**config.mk**
```make
export PLATFORM = sky130hd
export DESIGN_NAME = cdft_ctrl
export DESIGN_NICKNAME = d
export VERILOG_FILES = /design/src/hdl/cdft_pkg.sv /design/src/hdl/cdft_ctrl.sv
export SDC_FILE = /design/constraint.sdc
export NUM_CORES = 1
export LEC_CHECK = 0
export BUFFER_PORTS_ARGS = -buffer_cell sky130_fd_sc_hd__buf_2
export CORE_MARGIN = 4
export CORE_UTILIZATION = 55
export CTS_CLUSTER_DIAMETER = 80
export DETAILED_ROUTE_END_ITERATION = 10
export PLACE_DENSITY = 0.86
export SYNTH_ARGS = -nofsm -noshare
export SYNTH_HDL_FRONTEND = slang
export SYNTH_SLANG_ARGS = --single-unit
```
**constraint.sdc**
```tcl
create_clock -name clk -period 3.4 [get_ports clk]
set_input_delay 0.34 -clock clk [delete_from_list [all_inputs] [get_ports clk]]
set_output_delay 0.34 -clock clk [all_outputs]
set_load 0.05 [all_outputs]
```
**src/hdl/cdft_pkg.sv**
```systemverilog
package cdft_pkg;

  localparam int ROM_POINTS = 64;
  localparam int BIN_W = 6;
  localparam int OUT_W = 24;
  localparam int ACC_W = 48;
  localparam int MAG_W = 24;
  localparam int SQ_W = 48;

  localparam logic CFG_LOG = 1'b0;
  localparam logic CFG_INV = 1'b1;

  typedef enum logic [3:0] {
    ST_FILL,
    ST_CLEAR,
    ST_MAC,
    ST_DRAIN,
    ST_SCALE,
    ST_SQRT,
    ST_EMIT
  } cdft_state_t;

  typedef struct packed {
    logic clear_acc;
    logic mac_en;
    logic scale;
    logic sqrt_start;
    logic sqrt_step;
  } cdft_cmd_t;

  typedef struct packed {
    logic sqrt_done;
  } cdft_sts_t;

  function automatic logic signed [15:0] quarter_cos(input logic [4:0] r);
    logic signed [15:0] v;
    case (r)
      5'd0: v = 16'sd32767;
      5'd1: v = 16'sd32610;
      5'd2: v = 16'sd32138;
      5'd3: v = 16'sd31357;
      5'd4: v = 16'sd30274;
      5'd5: v = 16'sd28899;
      5'd6: v = 16'sd27246;
      5'd7: v = 16'sd25330;
      5'd8: v = 16'sd23170;
      5'd9: v = 16'sd20788;
      5'd10: v = 16'sd18205;
      5'd11: v = 16'sd15447;
      5'd12: v = 16'sd12540;
      5'd13: v = 16'sd9512;
      5'd14: v = 16'sd6393;
      5'd15: v = 16'sd3212;
      default: v = 16'sd0;
    endcase
    return v;
  endfunction

  function automatic logic signed [16:0] rom_cos(input logic [5:0] i);
    logic [1:0] q;
    logic [4:0] r;
    logic signed [16:0] v;
    q = i[5:4];
    r = {1'b0, i[3:0]};
    case (q)
      2'd0: v = 17'(quarter_cos(r));
      2'd1: v = -17'(quarter_cos(5'd16 - r));
      2'd2: v = -17'(quarter_cos(r));
      default: v = 17'(quarter_cos(5'd16 - r));
    endcase
    return v;
  endfunction

endpackage

```
**src/hdl/cdft_ctrl.sv**
```systemverilog
module cdft_ctrl
  import cdft_pkg::*;
(
  input  logic       clk,
  input  logic       rst_n,
  input  logic       in_fire,
  input  logic [6:0] n_pts,
  input  logic       out_ready,
  input  cdft_sts_t  sts,
  output cdft_cmd_t  cmd,
  output logic       in_ready,
  output logic       out_valid,
  output logic [5:0] k_idx,
  output logic [5:0] n_idx,
  output logic       last_k,
  output logic       wr_en,
  output logic [5:0] wr_addr
);

  cdft_state_t state_r, state_nxt;
  logic [6:0] fill_r, fill_nxt;
  logic [6:0] k_r, k_nxt;
  logic [6:0] n_r, n_nxt;
  logic [1:0] drain_r, drain_nxt;
  logic [6:0] fill_inc;

  assign fill_inc = fill_r + 7'd1;
  assign k_idx = k_r[5:0];
  assign n_idx = n_r[5:0];
  assign last_k = (k_r == n_pts - 7'd1);
  assign wr_en = in_fire;
  assign wr_addr = fill_r[5:0];

  always_comb begin
    state_nxt = state_r;
    fill_nxt = fill_r;
    k_nxt = k_r;
    n_nxt = n_r;
    drain_nxt = drain_r;
    case (state_r)
      ST_FILL: begin
        if (in_fire) begin
          if (fill_inc >= n_pts) begin
            fill_nxt = '0;
            k_nxt = '0;
            state_nxt = ST_CLEAR;
          end else begin
            fill_nxt = fill_inc;
          end
        end
      end
      ST_CLEAR: begin
        n_nxt = '0;
        state_nxt = ST_MAC;
      end
      ST_MAC: begin
        if (n_r == n_pts - 7'd1) begin
          drain_nxt = '0;
          state_nxt = ST_DRAIN;
        end else begin
          n_nxt = n_r + 7'd1;
        end
      end
      ST_DRAIN: begin
        drain_nxt = drain_r + 2'd1;
        if (drain_r == 2'd2) state_nxt = ST_SCALE;
      end
      ST_SCALE: state_nxt = ST_SQRT;
      ST_SQRT: begin
        if (sts.sqrt_done) state_nxt = ST_EMIT;
      end
      ST_EMIT: begin
        if (out_ready) begin
          if (last_k) begin
            state_nxt = ST_FILL;
          end else begin
            k_nxt = k_r + 7'd1;
            state_nxt = ST_CLEAR;
          end
        end
      end
      default: state_nxt = ST_FILL;
    endcase
  end

  always_comb begin
    cmd = '0;
    in_ready = 1'b0;
    out_valid = 1'b0;
    case (state_r)
      ST_FILL: in_ready = 1'b1;
      ST_CLEAR: cmd.clear_acc = 1'b1;
      ST_MAC: cmd.mac_en = 1'b1;
      ST_SCALE: begin
        cmd.scale = 1'b1;
      end
      ST_SQRT: cmd.sqrt_step = 1'b1;
      ST_EMIT: begin
        out_valid = 1'b1;
      end
      default: ;
    endcase
    cmd.sqrt_start = (state_r == ST_SCALE);
  end

  always_ff @(posedge clk) begin
    if (!rst_n) begin
      state_r <= ST_FILL;
      fill_r <= '0;
      k_r <= '0;
      n_r <= '0;
      drain_r <= '0;
    end else begin
      state_r <= state_nxt;
      fill_r <= fill_nxt;
      k_r <= k_nxt;
      n_r <= n_nxt;
      drain_r <= drain_nxt;
    end
  end

endmodule

```
==> impl_metrics.sql, run 1 <==
INSERT INTO impl_metrics (metric_group, metric, value, unit) VALUES
('run_status', 'status', 'complete, no violations', ''),
('clock_network', 'clk_pin_slew_worst_paths', '0.15', 'ns'),
('layout', 'drive_gt1_frac', '0.198', ''),
('floorplanning', 'starting_utilization_of_the_core_area', '0.585', ''),
('global_route', 'antenna_found_initial', '0', ''),
('synth', 'synth_edf_count', '0', ''),
('synth', 'synth.avg_cell_area', '8.12', 'um2'),
('detailed_routing', 'avgRoutedWirePerCell', '13.0', 'um'),
('flow_run', 'maxCapViolCount', '0', ''),
('clock_network', 'clk_latency', '0.33', 'ns'),
('global_route', 'gr-usage-all-layers', '0.188', ''),
('synth', 'postSynthCellCount', '246', ''),
('detailed_routing', 'drt-total-wl', '4.02', 'mm'),
('layout', 'postLayoutCoreUtil', '0.615', ''),
('placed_design', 'dpl.hpwl', '3.11', 'mm'),
('global_route', 'grt_overflow_total', '0', ''),
('synth', 'yosys.cell_types.count', '42', ''),
('setup_path', 'end_kind', 'flip-flop', ''),
('floorplanning', 'ios', '39', ''),
('setup_path', 'cp_num_cells', '10', ''),
('timing', 'total_negative_setup_slack', '0', 'ns'),
('setup_path', 'cp_common_cell', 'ha_1', ''),
('layout', 'antenna_cells', '0', ''),
('layout', 'nNetsFinal', '288', ''),
('clock_network', 'postCtsHoldBufs', '0', ''),
('synth', 'synth_top_cell_by_area', 'dfxtp_1', ''),
('synth', 'async_set_reset_flop_share_out_of_synthesis', '0', ''),
('timing', 'worst_slew_margin_rel', '0.650', ''),
('setup_path', 'worst_path_max_delay_cell', 'o32a_2', ''),
('synth', 'yosys_register_bits', '26', ''),
('placed_design', 'placement.io_buffers', '38', ''),
('timing', 'final.min_clock_period', '2.75', 'ns'),
('timing', 'maximum_operating_frequency', '363', 'MHz'),
('synth', 'yosys.area_share.xor_xnor', '0.152', ''),
('setup_path', 'max_incr_delay_on_cp', '0.48', 'ns'),
('global_route', 'grt_pass1_vias', '1538', ''),
('synth', 'synth_flop_cell', 'dfxtp_1', ''),
('synth', 'synth_top_family_by_area', 'simple AND/OR/NAND/NOR gates', ''),
('synth', 'warning_count_from_the_yosys_run', '0', ''),
('synth', 'syn-num-nets', '270', ''),
('timing', 'report.final.slew_viol_count', '0', ''),
('clock_network', 'cts_max_level', '1', ''),
('setup_path', 'critical_path.cell_chain', 'ha_1 -> and3_1 -> nand3_1 -> xnor2_1 -> ha_1 -> a211oi_1 -> o21a_1 -> o32a_2 -> or3_1 -> a21oi_1', ''),
('clock_network', 'numClockSinks', '26', ''),
('synth', 'synth_top_area_share', '0.261', ''),
('synth', 'yosysSeqAreaShare', '0.261', ''),
('detailed_routing', 'vias_per_cell', '5.53', ''),
('setup_path', 'arr_time_crit_path', '3.03', 'ns'),
('synth', 'muxShareOfSynthArea', '0', ''),
('setup_path', 'path_delay_family', 'compound AO/OA/AOI/OAI gates', ''),
('synth', 'yosys.area_share.adder', '0.0752', ''),
('timing', 'setup_violations', '0', ''),
('power_and_ir_drop', 'power_density', '272', 'mW/mm2'),
('placed_design', 'finalWeightedCongestion', '0.910', ''),
('synth', 'synth_compound_area_frac', '0.148', ''),
('detailed_routing', 'detail_route.drc_violations', '0', ''),
('detailed_routing', 'postRouteAntennaNets', '0', ''),
('detailed_routing', 'drt-initial-drc-count', '117', ''),
('setup_path', 'cp_num_buf_inv', '0', ''),
('floorplanning', 'num_rows', '21', ''),
('timing', 'skew', '0.00827', 'ns'),
('synth', 'yosys-top-cells-area', 'dfxtp_1, buf_4, ha_1', ''),
('setup_path', 'worstSetupStartpointType', 'flip-flop', ''),
('floorplanning', 'core_region_area', '0.00342', 'mm2'),
('hold_path', 'hold_depth', '2', ''),
('clock_network', 'cts.path.max_buffers', '2', ''),
('timing', 'rsz0062_at_grt', 'false', ''),
('global_route', 'grt_start_max_net_pins', '22', ''),
('global_route', 'grt_pass1_wl', '6.76', 'mm'),
('timing', 'hold_viol', '0', ''),
('clock_network', 'cts_setup_buffers', '0', '');
-- cells in the final DEF, fill, tap and decap left out, types with 12 or more instances in the layout --
cell type and n:
buf_2 38, dfxtp_1 26, nand2_1 20, o21ai_0 17, nand3_1 16, xnor2_1 15
inv_1 14, nor2_1 13, a21oi_1 13, ha_1 12
-- synth_stat cells (5+ instances only) --
cell type and number:
inv_1 14, and2_1 5, nand3_1 16, buf_4 20, o21ai_0 17, a21oi_1 13
nand2_1 20, xnor2_1 15, ha_1 12, and3_1 6, or3_1 9, dfxtp_1 26
nor2_1 13, xor2_1 9, a21boi_0 5
-- layer usage --
metal,vias up,global-route usage,part of all wire
li1,872,-,-
met1,797,0.247,0.47
met2,37,0.315,0.47
met3,4,0.0411,0.051
met4,0,0.0397,0.011
met5,-,0,0
-- state kept, by name, indices dropped and copies added (netlist names) --
register  count
k_r           7
fill_r        7
state_r       3
drain_r       2
n_r           7
-- area by class of cell --
class	count	area [um2]	share of cell area
Sequential cell	26	520	0.248
Inverter	14	52.6	0.0250
Clock buffer	4	36.3	0.0173
Timing Repair Buffer	39	198	0.0940
Tap cell	46	57.6	0.0274
Multi-Input combinational cell	180	1240	0.589
-- path summary, 6_finish.rpt --
check                                from   endpoint  slack [ns]
worst max-delay path            fill_r[0]     k_r[4]        0.65
worst min-delay path                rst_n     n_r[0]        0.40
worst max register to register  fill_r[0]     k_r[4]        0.65
worst min register to register  fill_r[6]  fill_r[6]        0.50
-- power breakdown --
group | switching (mW) | leakage (nW) | internal [mW]
Sequential | 0.00514 | 0.210 | 0.308
Combinational | 0.0589 | 0.723 | 0.0397
Clock | 0.0945 | 0.0210 | 0.0656
-- per-stage QoR --
stage	worst slack, ns	hold WS [ns]	total power, mW	instance area (um2)	instances
finish	0.645	0.402	0.572	2100	309
global route	0.430	0.414	0.599	2100	309
CTS	0.656	0.387	0.580	2100	309
detailed placement	0.572	0.478	0.418	2070	305
global placement	0.646	0.462	0.416	2070	305
floorplan	0.347	0.454	0.394	2000	246
-- logic make-up (layout without fill, tap and decap cells) --
| group | Yosys count | after routing |
|---|---|---|
| and+or+nand+nor | 91 | 91 |
| AOI/OAI and AO/OA | 49 | 49 |
| buffers and inverters | 40 | 57 |
| xor gates and xnor gates | 28 | 28 |
| DFF | 26 | 26 |
| adders and majority gates | 12 | 12 |
-- worst reg2reg max path, delay by kind of cell (launching register included) --
family / cells / cell delay, ns
xor+xnor: 1 / 0.21
compound gates: 4 / 0.81
flops: 1 / 0.47
fa+ha+maj: 2 / 0.51
simple gates: 3 / 0.71
Note: power is estimated with default switching activity, not from simulation.
==> inputs of run 2 (changes only) <==
- ABC_AREA: default -> 1
- CORE_UTILIZATION: 55 -> 51
- PLACE_DENSITY: 0.86 -> 0.83
- clock period: 3.4 -> 2.5 ns (I/O delays scaled with it)
==> impl_metrics.sql, run 2 <==
INSERT INTO impl_metrics (metric_group, metric, value, unit) VALUES
('timing', 'timing.final.ws_setup', '0.0883', 'ns'),
('setup_path', 'path_delay_family', 'simple AND/OR/NAND/NOR gates', ''),
('floorplanning', 'ios', '39', ''),
('setup_path', 'max_incr_delay_on_cp', '0.36', 'ns'),
('layout', 'stdcell_count', '407', ''),
('layout', 'antenna_cells', '0', ''),
('clock_network', 'tritoncts', 'yes', ''),
('global_route', 'antenna_found_initial', '0', ''),
('synth', 'yosys.cell_types.count', '35', ''),
('hold_path', 'holdCritPathClass', 'primary input to flip-flop', ''),
('timing', 'final.min_clock_period', '2.41', 'ns'),
('detailed_routing', 'drt-initial-drc-count', '138', ''),
('power_and_ir_drop', 'total_power', '0.959', 'mW'),
('layout', 'layout.cells.most_common_list', 'nand2_1, buf_2, inv_1', ''),
('detailed_routing', 'vias_per_cell', '5.41', ''),
('clock_network', 'clk_latency', '0.28', 'ns'),
('synth', 'syn-num-nets', '360', ''),
('global_route', 'grt_most_used_layer', 'met2', ''),
('layout', 'drive_gt1_frac', '0.266', ''),
('synth', 'synth_edf_count', '0', ''),
('layout', 'final_cell_area', '0.00250', 'mm2'),
('floorplanning', 'core_region_area', '0.00412', 'mm2'),
('setup_path', 'worst_path_max_delay_cell', 'dfxtp_2', ''),
('synth', 'yosys_register_bits', '26', ''),
('power_and_ir_drop', 'power_density', '383', 'mW/mm2'),
('floorplanning', 'die_area', '0.00553', 'mm2'),
('layout', 'syn2layout_area_growth', '11.4', '%'),
('layout', 'fillers', '375', ''),
('placed_design', 'post-place-ws', '0.0721', 'ns'),
('synth', 'synth_top_cells_by_count', 'nand2_1, inv_1, nand3_1', ''),
('timing', 'hold_viol', '0', ''),
('setup_path', 'critical_path.cell_chain', 'buf_4 -> nand3_1 -> nand3b_1 -> xnor2_2 -> ha_1 -> nand2_1 -> nor2_1 -> nand2_1 -> nand3_2 -> nand2_2 -> nand2_2 -> nand2_4 -> inv_6 -> nand3_4 -> nand2_1 -> a21oi_2', ''),
('global_route', 'grtUsageMet3', '0.0284', ''),
('synth', 'postSynthCellCount', '336', ''),
('layout', 'nNetsFinal', '382', ''),
('clock_network', 'cts_made_buffers', '3', ''),
('setup_path', 'cp_common_cell', 'nand2_1', ''),
('setup_path', 'arr_time_crit_path', '2.55', 'ns'),
('setup_path', 'end_kind', 'flip-flop', ''),
('detailed_routing', 'detailedRoute.firstPassIterationCount', '4', ''),
('synth', 'yosys-top-cells-area', 'dfxtp_1, nand2_1, buf_4', ''),
('timing', 'hold-worst-slack', '0.209', 'ns'),
('synth', 'warning_count_from_the_yosys_run', '0', ''),
('synth', 'async_set_reset_flop_share_out_of_synthesis', '0', ''),
('power_and_ir_drop', 'power.static_leakage', '1.14', 'nW'),
('layout', 'postLayoutCoreUtil', '0.608', ''),
('synth', 'synth.cell_area', '0.00225', 'mm2'),
('placed_design', 'finalWeightedCongestion', '0.883', ''),
('placed_design', 'place.detailed.instances', '401', ''),
('floorplanning', 'die_height', '74.4', 'um'),
('floorplanning', 'starting_utilization_of_the_core_area', '0.546', ''),
('timing', 'worst_slew_margin_rel', '0.473', ''),
('timing', 'maximum_operating_frequency', '415', 'MHz'),
('setup_path', 'critical_path.max_fanout', '8', ''),
('placed_design', 'dpl.hpwl', '3.95', 'mm'),
('synth', 'yosysSeqAreaShare', '0.232', ''),
('setup_path', 'worstSetupStartpointType', 'flip-flop', ''),
('timing', 'min_period_over_period', '0.965', ''),
('global_route', 'grt_pass1_wl', '8.61', 'mm'),
('setup_path', 'cp_data_required_time', '2.64', 'ns'),
('floorplanning', 'num_rows', '23', ''),
('timing', 'rsz0062_at_grt', 'true', ''),
('global_route', 'grt_use_met1', '0.261', ''),
('detailed_routing', 'detail_route.drc_violations', '0', ''),
('clock_network', 'cts_root_buffer', 'clkbuf_8', ''),
('timing', 'skew', '0.0114', 'ns'),
('power_and_ir_drop', 'irDropWorstVdd', '0.200', 'mV'),
('clock_network', 'cts_max_level', '1', ''),
('placed_design', 'placement.io_buffers', '38', ''),
('clock_network', 'numClockSinks', '26', ''),
('clock_network', 'clk_pin_slew_worst_paths', '0.10', 'ns'),
('setup_path', 'cp_num_buf_inv', '2', ''),
('synth', 'synth_top_cell_by_area', 'dfxtp_1', ''),
('floorplanning', 'die_width', '74.4', 'um'),
('detailed_routing', 'postRouteAntennaNets', '0', ''),
('global_route', 'grt_overflow_total', '0', ''),
('timing', 'report.final.slew_viol_count', '0', ''),
('run_status', 'status', 'complete, no violations', ''),
('layout', 'most_common_cell_after_layout_fill_and_taps_aside', 'nand2_1', ''),
('layout', 'biggestRegsByFlops', 'fill_r (7), k_r (7), n_r (7)', ''),
('synth', 'yosysMostFrequentCell', 'nand2_1', ''),
('placed_design', 'place_area', '0.00234', 'mm2'),
('global_route', 'gr-usage-all-layers', '0.192', ''),
('synth', 'synth_flop_cell', 'dfxtp_1', ''),
('timing', 'slew_at_the_pin_closest_to_its_max_slew_limit', '0.789', 'ns'),
('detailed_routing', 'avgRoutedWirePerCell', '12.8', 'um'),
('global_route', 'grt_start_max_net_pins', '22', ''),
('timing', 'setup_violations', '0', ''),
('synth', 'synth.avg_cell_area', '6.68', 'um2'),
('detailed_routing', 'drt-total-wl', '5.23', 'mm'),
('timing', 'total_negative_setup_slack', '0', 'ns'),
('global_route', 'gr-usage-met2', '0.318', ''),
('detailed_routing', 'vias', '2201', ''),
('synth', 'synth_top_area_share', '0.232', ''),
('flow_run', 'maxCapViolCount', '0', ''),
('setup_path', 'critical_path_type', 'flip-flop to flip-flop', ''),
('global_route', 'grt_pass1_vias', '1954', ''),
('clock_network', 'cts.path.max_buffers', '2', '');
run 2: layout make-up:
class	instances	area (um2)	area share
multi-input cells	251	1490	0.597
clock inverters	1	30.0	0.0120
flip-flops and latches	26	526	0.210
clock buffers	3	41.3	0.0165
inverters	35	136	0.0545
repair buffers	41	213	0.0850
well taps	50	62.6	0.0250
run 2: repair_timing:
action | 4_1_cts | 5_1_grt
setup endpoints to repair | 0 | 17
hold buffers | 0 | 0
resized for setup | 0 | 19
setup buffers | 0 | 2
run 2: final timing paths:
check | startpoint | end | slack [ns] | cells past startpoint
worst max-delay path | fill_r[0] | k_r[0] | 0.09 | 16
worst min-delay path | in_fire | fill_r[0] | 0.21 | 2
worst max register to register | fill_r[0] | k_r[0] | 0.09 | 16
worst min register to register | drain_r[0] | drain_r[0] | 0.43 | 1
run 2: cells by family (layout without fill, tap and decap cells):
logic type               after synthesis  in the layout  synth area share
AND/OR/NAND/NOR                      190            190             0.413
buffers and inverters                 59             80             0.138
AO/OA/AOI/OAI                         34             34            0.0914
flip-flops                            26             26             0.232
XOR/XNOR                              15             15            0.0585
adder cells (fa/ha/maj)               12             12            0.0669
run 2: routing by layer:
metal | up-vias | part of all wire | wire [um]
met5 | - | 0 | 0
met3 | 7 | 0.061 | 318
met2 | 55 | 0.48 | 2520
met1 | 1010 | 0.45 | 2330
li1 | 1129 | - | -
met4 | 0 | 0.011 | 60
run 2: power by group:
| part | internal (mW) | leakage, nW | switching (mW) | total, mW |
|---|---|---|---|---|
| combinational | 0.0574 | 0.895 | 0.115 | 0.173 |
| sequential | 0.419 | 0.211 | 0.00791 | 0.427 |
| clock | 0.215 | 0.0357 | 0.144 | 0.359 |
==> inputs of run 3 (changes only) <==
- ABC_AREA: 1 -> default
- CORE_UTILIZATION: 51 -> 50
- PLACE_DENSITY: 0.83 -> 0.82
==> impl_metrics.sql, run 3 (synthesis results as in run 1) <==
INSERT INTO impl_metrics (metric_group, metric, value, unit) VALUES
('run_status', 'status', 'complete, no violations', ''),
('timing', 'slew_at_the_pin_closest_to_its_max_slew_limit', '0.459', 'ns'),
('clock_network', 'cts_max_level', '1', ''),
('global_route', 'grt_pass1_vias', '1673', ''),
('detailed_routing', 'met3_wirelength', '196', 'um'),
('detailed_routing', 'drt-initial-drc-count', '132', ''),
('floorplanning', 'starting_utilization_of_the_core_area', '0.530', ''),
('global_route', 'gr-usage-all-layers', '0.176', ''),
('floorplanning', 'ios', '39', ''),
('setup_path', 'start_of_the_worst_register_to_register_path', 'fill_r[0]', ''),
('timing', 'skew', '0.00748', 'ns'),
('layout', 'layout.cells.most_common_list', 'buf_2, dfxtp_1, nand2_1', ''),
('placed_design', 'finalWeightedCongestion', '0.897', ''),
('clock_network', 'cts_made_buffers', '3', ''),
('placed_design', 'dpl.hpwl', '3.28', 'mm'),
('timing', 'maximum_operating_frequency', '416', 'MHz'),
('setup_path', 'path_delay_family', 'simple AND/OR/NAND/NOR gates', ''),
('setup_path', 'critical_path_type', 'flip-flop to flip-flop', ''),
('power_and_ir_drop', 'power.static_leakage', '1.02', 'nW'),
('layout', 'layout.area.seq', '528', 'um2'),
('setup_path', 'worstSetupStartpointType', 'flip-flop', ''),
('setup_path', 'end_kind', 'flip-flop', ''),
('global_route', 'antenna_found_initial', '0', ''),
('clock_network', 'cts.path.max_buffers', '2', ''),
('detailed_routing', 'drt-total-wl', '4.46', 'mm'),
('layout', 'final_cell_area', '0.00229', 'mm2'),
('layout', 'drive_gt1_frac', '0.299', ''),
('power_and_ir_drop', 'irDropWorstVdd', '0.344', 'mV'),
('setup_path', 'critical_path.max_fanout', '5', ''),
('timing', 'worst_slew_margin_rel', '0.690', ''),
('detailed_routing', 'detail_route.drc_violations', '0', ''),
('placed_design', 'placement.io_buffers', '38', ''),
('floorplanning', 'die_height', '71.2', 'um'),
('global_route', 'grt_start_max_net_pins', '22', ''),
('layout', 'antenna_cells', '0', ''),
('detailed_routing', 'vias_per_cell', '5.55', ''),
('setup_path', 'worst_path_max_delay_cell', 'dfxtp_4', ''),
('layout', 'syn2layout_area_growth', '14.8', '%'),
('power_and_ir_drop', 'power_density', '356', 'mW/mm2'),
('detailed_routing', 'vias', '1771', ''),
('clock_network', 'cts_root_buffer', 'clkbuf_8', ''),
('setup_path', 'cp_data_required_time', '2.71', 'ns'),
('setup_path', 'arr_time_crit_path', '2.61', 'ns'),
('timing', 'report.final.slew_viol_count', '0', ''),
('setup_path', 'cp-startpoint', 'fill_r[0]', ''),
('setup_path', 'cp_num_buf_inv', '0', ''),
('global_route', 'grt_overflow_total', '0', ''),
('hold_path', 'holdCritPathClass', 'primary input to flip-flop', ''),
('detailed_routing', 'detailedRoute.firstPassIterationCount', '4', ''),
('clock_network', 'postCtsHoldBufs', '0', ''),
('setup_path', 'max_incr_delay_on_cp', '0.39', 'ns'),
('timing', 'min_period_over_period', '0.961', ''),
('detailed_routing', 'highest_signal_layer_in_the_routed_design', 'met4', ''),
('floorplanning', 'die_width', '71.2', 'um'),
('layout', 'multi_input_area', '0.00135', 'mm2'),
('timing', 'timing.final.ws_setup', '0.0986', 'ns'),
('floorplanning', 'core_region_area', '0.00377', 'mm2'),
('global_route', 'grt_pass1_wl', '7.41', 'mm'),
('layout', 'biggestRegsByFlops', 'fill_r (7), k_r (7), n_r (7)', ''),
('layout', 'nNetsFinal', '297', ''),
('floorplanning', 'num_rows', '22', ''),
('layout', 'most_common_cell_after_layout_fill_and_taps_aside', 'buf_2', ''),
('detailed_routing', 'drt-met1-wl', '2.09', 'mm'),
('timing', 'hold_viol', '0', ''),
('clock_network', 'clk_pin_slew_worst_paths', '0.09', 'ns'),
('placed_design', 'place_area', '0.00214', 'mm2'),
('placed_design', 'post-place-ws', '0.0134', 'ns'),
('power_and_ir_drop', 'total_power', '0.817', 'mW'),
('layout', 'postLayoutCoreUtil', '0.608', ''),
('layout', 'fillers', '344', ''),
('detailed_routing', 'total_met2_wirelength_after_detailed_routing', '2.15', 'mm'),
('timing', 'setup_violations', '0', ''),
('clock_network', 'clk_latency', '0.27', 'ns'),
('timing', 'total_negative_setup_slack', '0', 'ns'),
('clock_network', 'numClockSinks', '26', ''),
('hold_path', 'timing.hold.worst.start', 'rst_n', ''),
('clock_network', 'tritoncts', 'yes', ''),
('timing', 'final.min_clock_period', '2.40', 'ns'),
('flow_run', 'maxCapViolCount', '0', ''),
('floorplanning', 'die_area', '0.00507', 'mm2'),
('detailed_routing', 'avgRoutedWirePerCell', '14.0', 'um'),
('setup_path', 'critical_path.cell_chain', 'and3_4 -> nand3_2 -> xnor2_2 -> ha_1 -> nand3_1 -> o21a_2 -> o32a_4 -> or3_1 -> a21oi_2', ''),
('detailed_routing', 'postRouteAntennaNets', '0', '');
==> run 3: cell count changes in the layout (fill, tap and decap cells not counted), moves of 7 or more <==
| cell | previous run | this run |
|---|---|---|
| nand2_1 | 84 | 20 |
| inv_1 | 28 | 14 |
| nand3_1 | 27 | 14 |
| xnor2_1 | 0 | 13 |
| o21ai_0 | 4 | 16 |
| nor2_1 | 24 | 13 |
| nand4_1 | 13 | 4 |
| nand2_2 | 9 | 1 |
| a21oi_1 | 18 | 11 |
| nor2_2 | 7 | 0 |
| or3_1 | 0 | 7 |
==> run 3: path summary, 6_finish.rpt <==
path,to,slack (ns),cells after the start
setup / recovery,k_r[6],0.1,9
hold / removal,n_r[0],0.39,2
setup reg to reg,k_r[6],0.1,9
hold reg to reg,drain_r[1],0.50,2
==> run 3: metal layers <==
metal | vias up | GRT usage
li1 | 891 | -
met5 | - | 0
met4 | 0 | 0.0418
met1 | 837 | 0.230
met2 | 39 | 0.295
met3 | 4 | 0.0384
==> run 3: per-stage QoR <==
step,cells,hold slack (ns)
after floorplan,246,0.454
after global placement,314,0.466
after detailed placement,314,0.472
after CTS,317,0.386
after global routing,319,0.402
final,319,0.390
==> run 3: area by class of cell <==
type / instances / area share
multi-input cells: 181 / 0.590
flip-flops and latches: 26 / 0.230
repair buffers: 47 / 0.112
well taps: 48 / 0.0262
inverters: 14 / 0.0229
clock buffers: 3 / 0.0180
==> run 3: timing repair <==
item	in CTS	in global routing
setup buffers	0	1
setup endpoints to repair	5	11
gates resized for setup	3	18
cloned	0	1
pin swaps	1	4
==> run 3: worst reg2reg max path, cell delays in order, from the launching register on <==
cell and delay (ns):
dfxtp_4 0.39, and3_4 0.19, nand3_2 0.10, xnor2_2 0.16, ha_1 0.32, nand3_1 0.08
o21a_2 0.24, o32a_4 0.35, or3_1 0.37, a21oi_2 0.14
==> run 3: where the power goes <==
part	switching, mW	total (mW)	internal [mW]
clock	0.128	0.236	0.108
combinational	0.0888	0.155	0.0661
sequential	0.00714	0.425	0.418
total	0.224	0.817	0.592
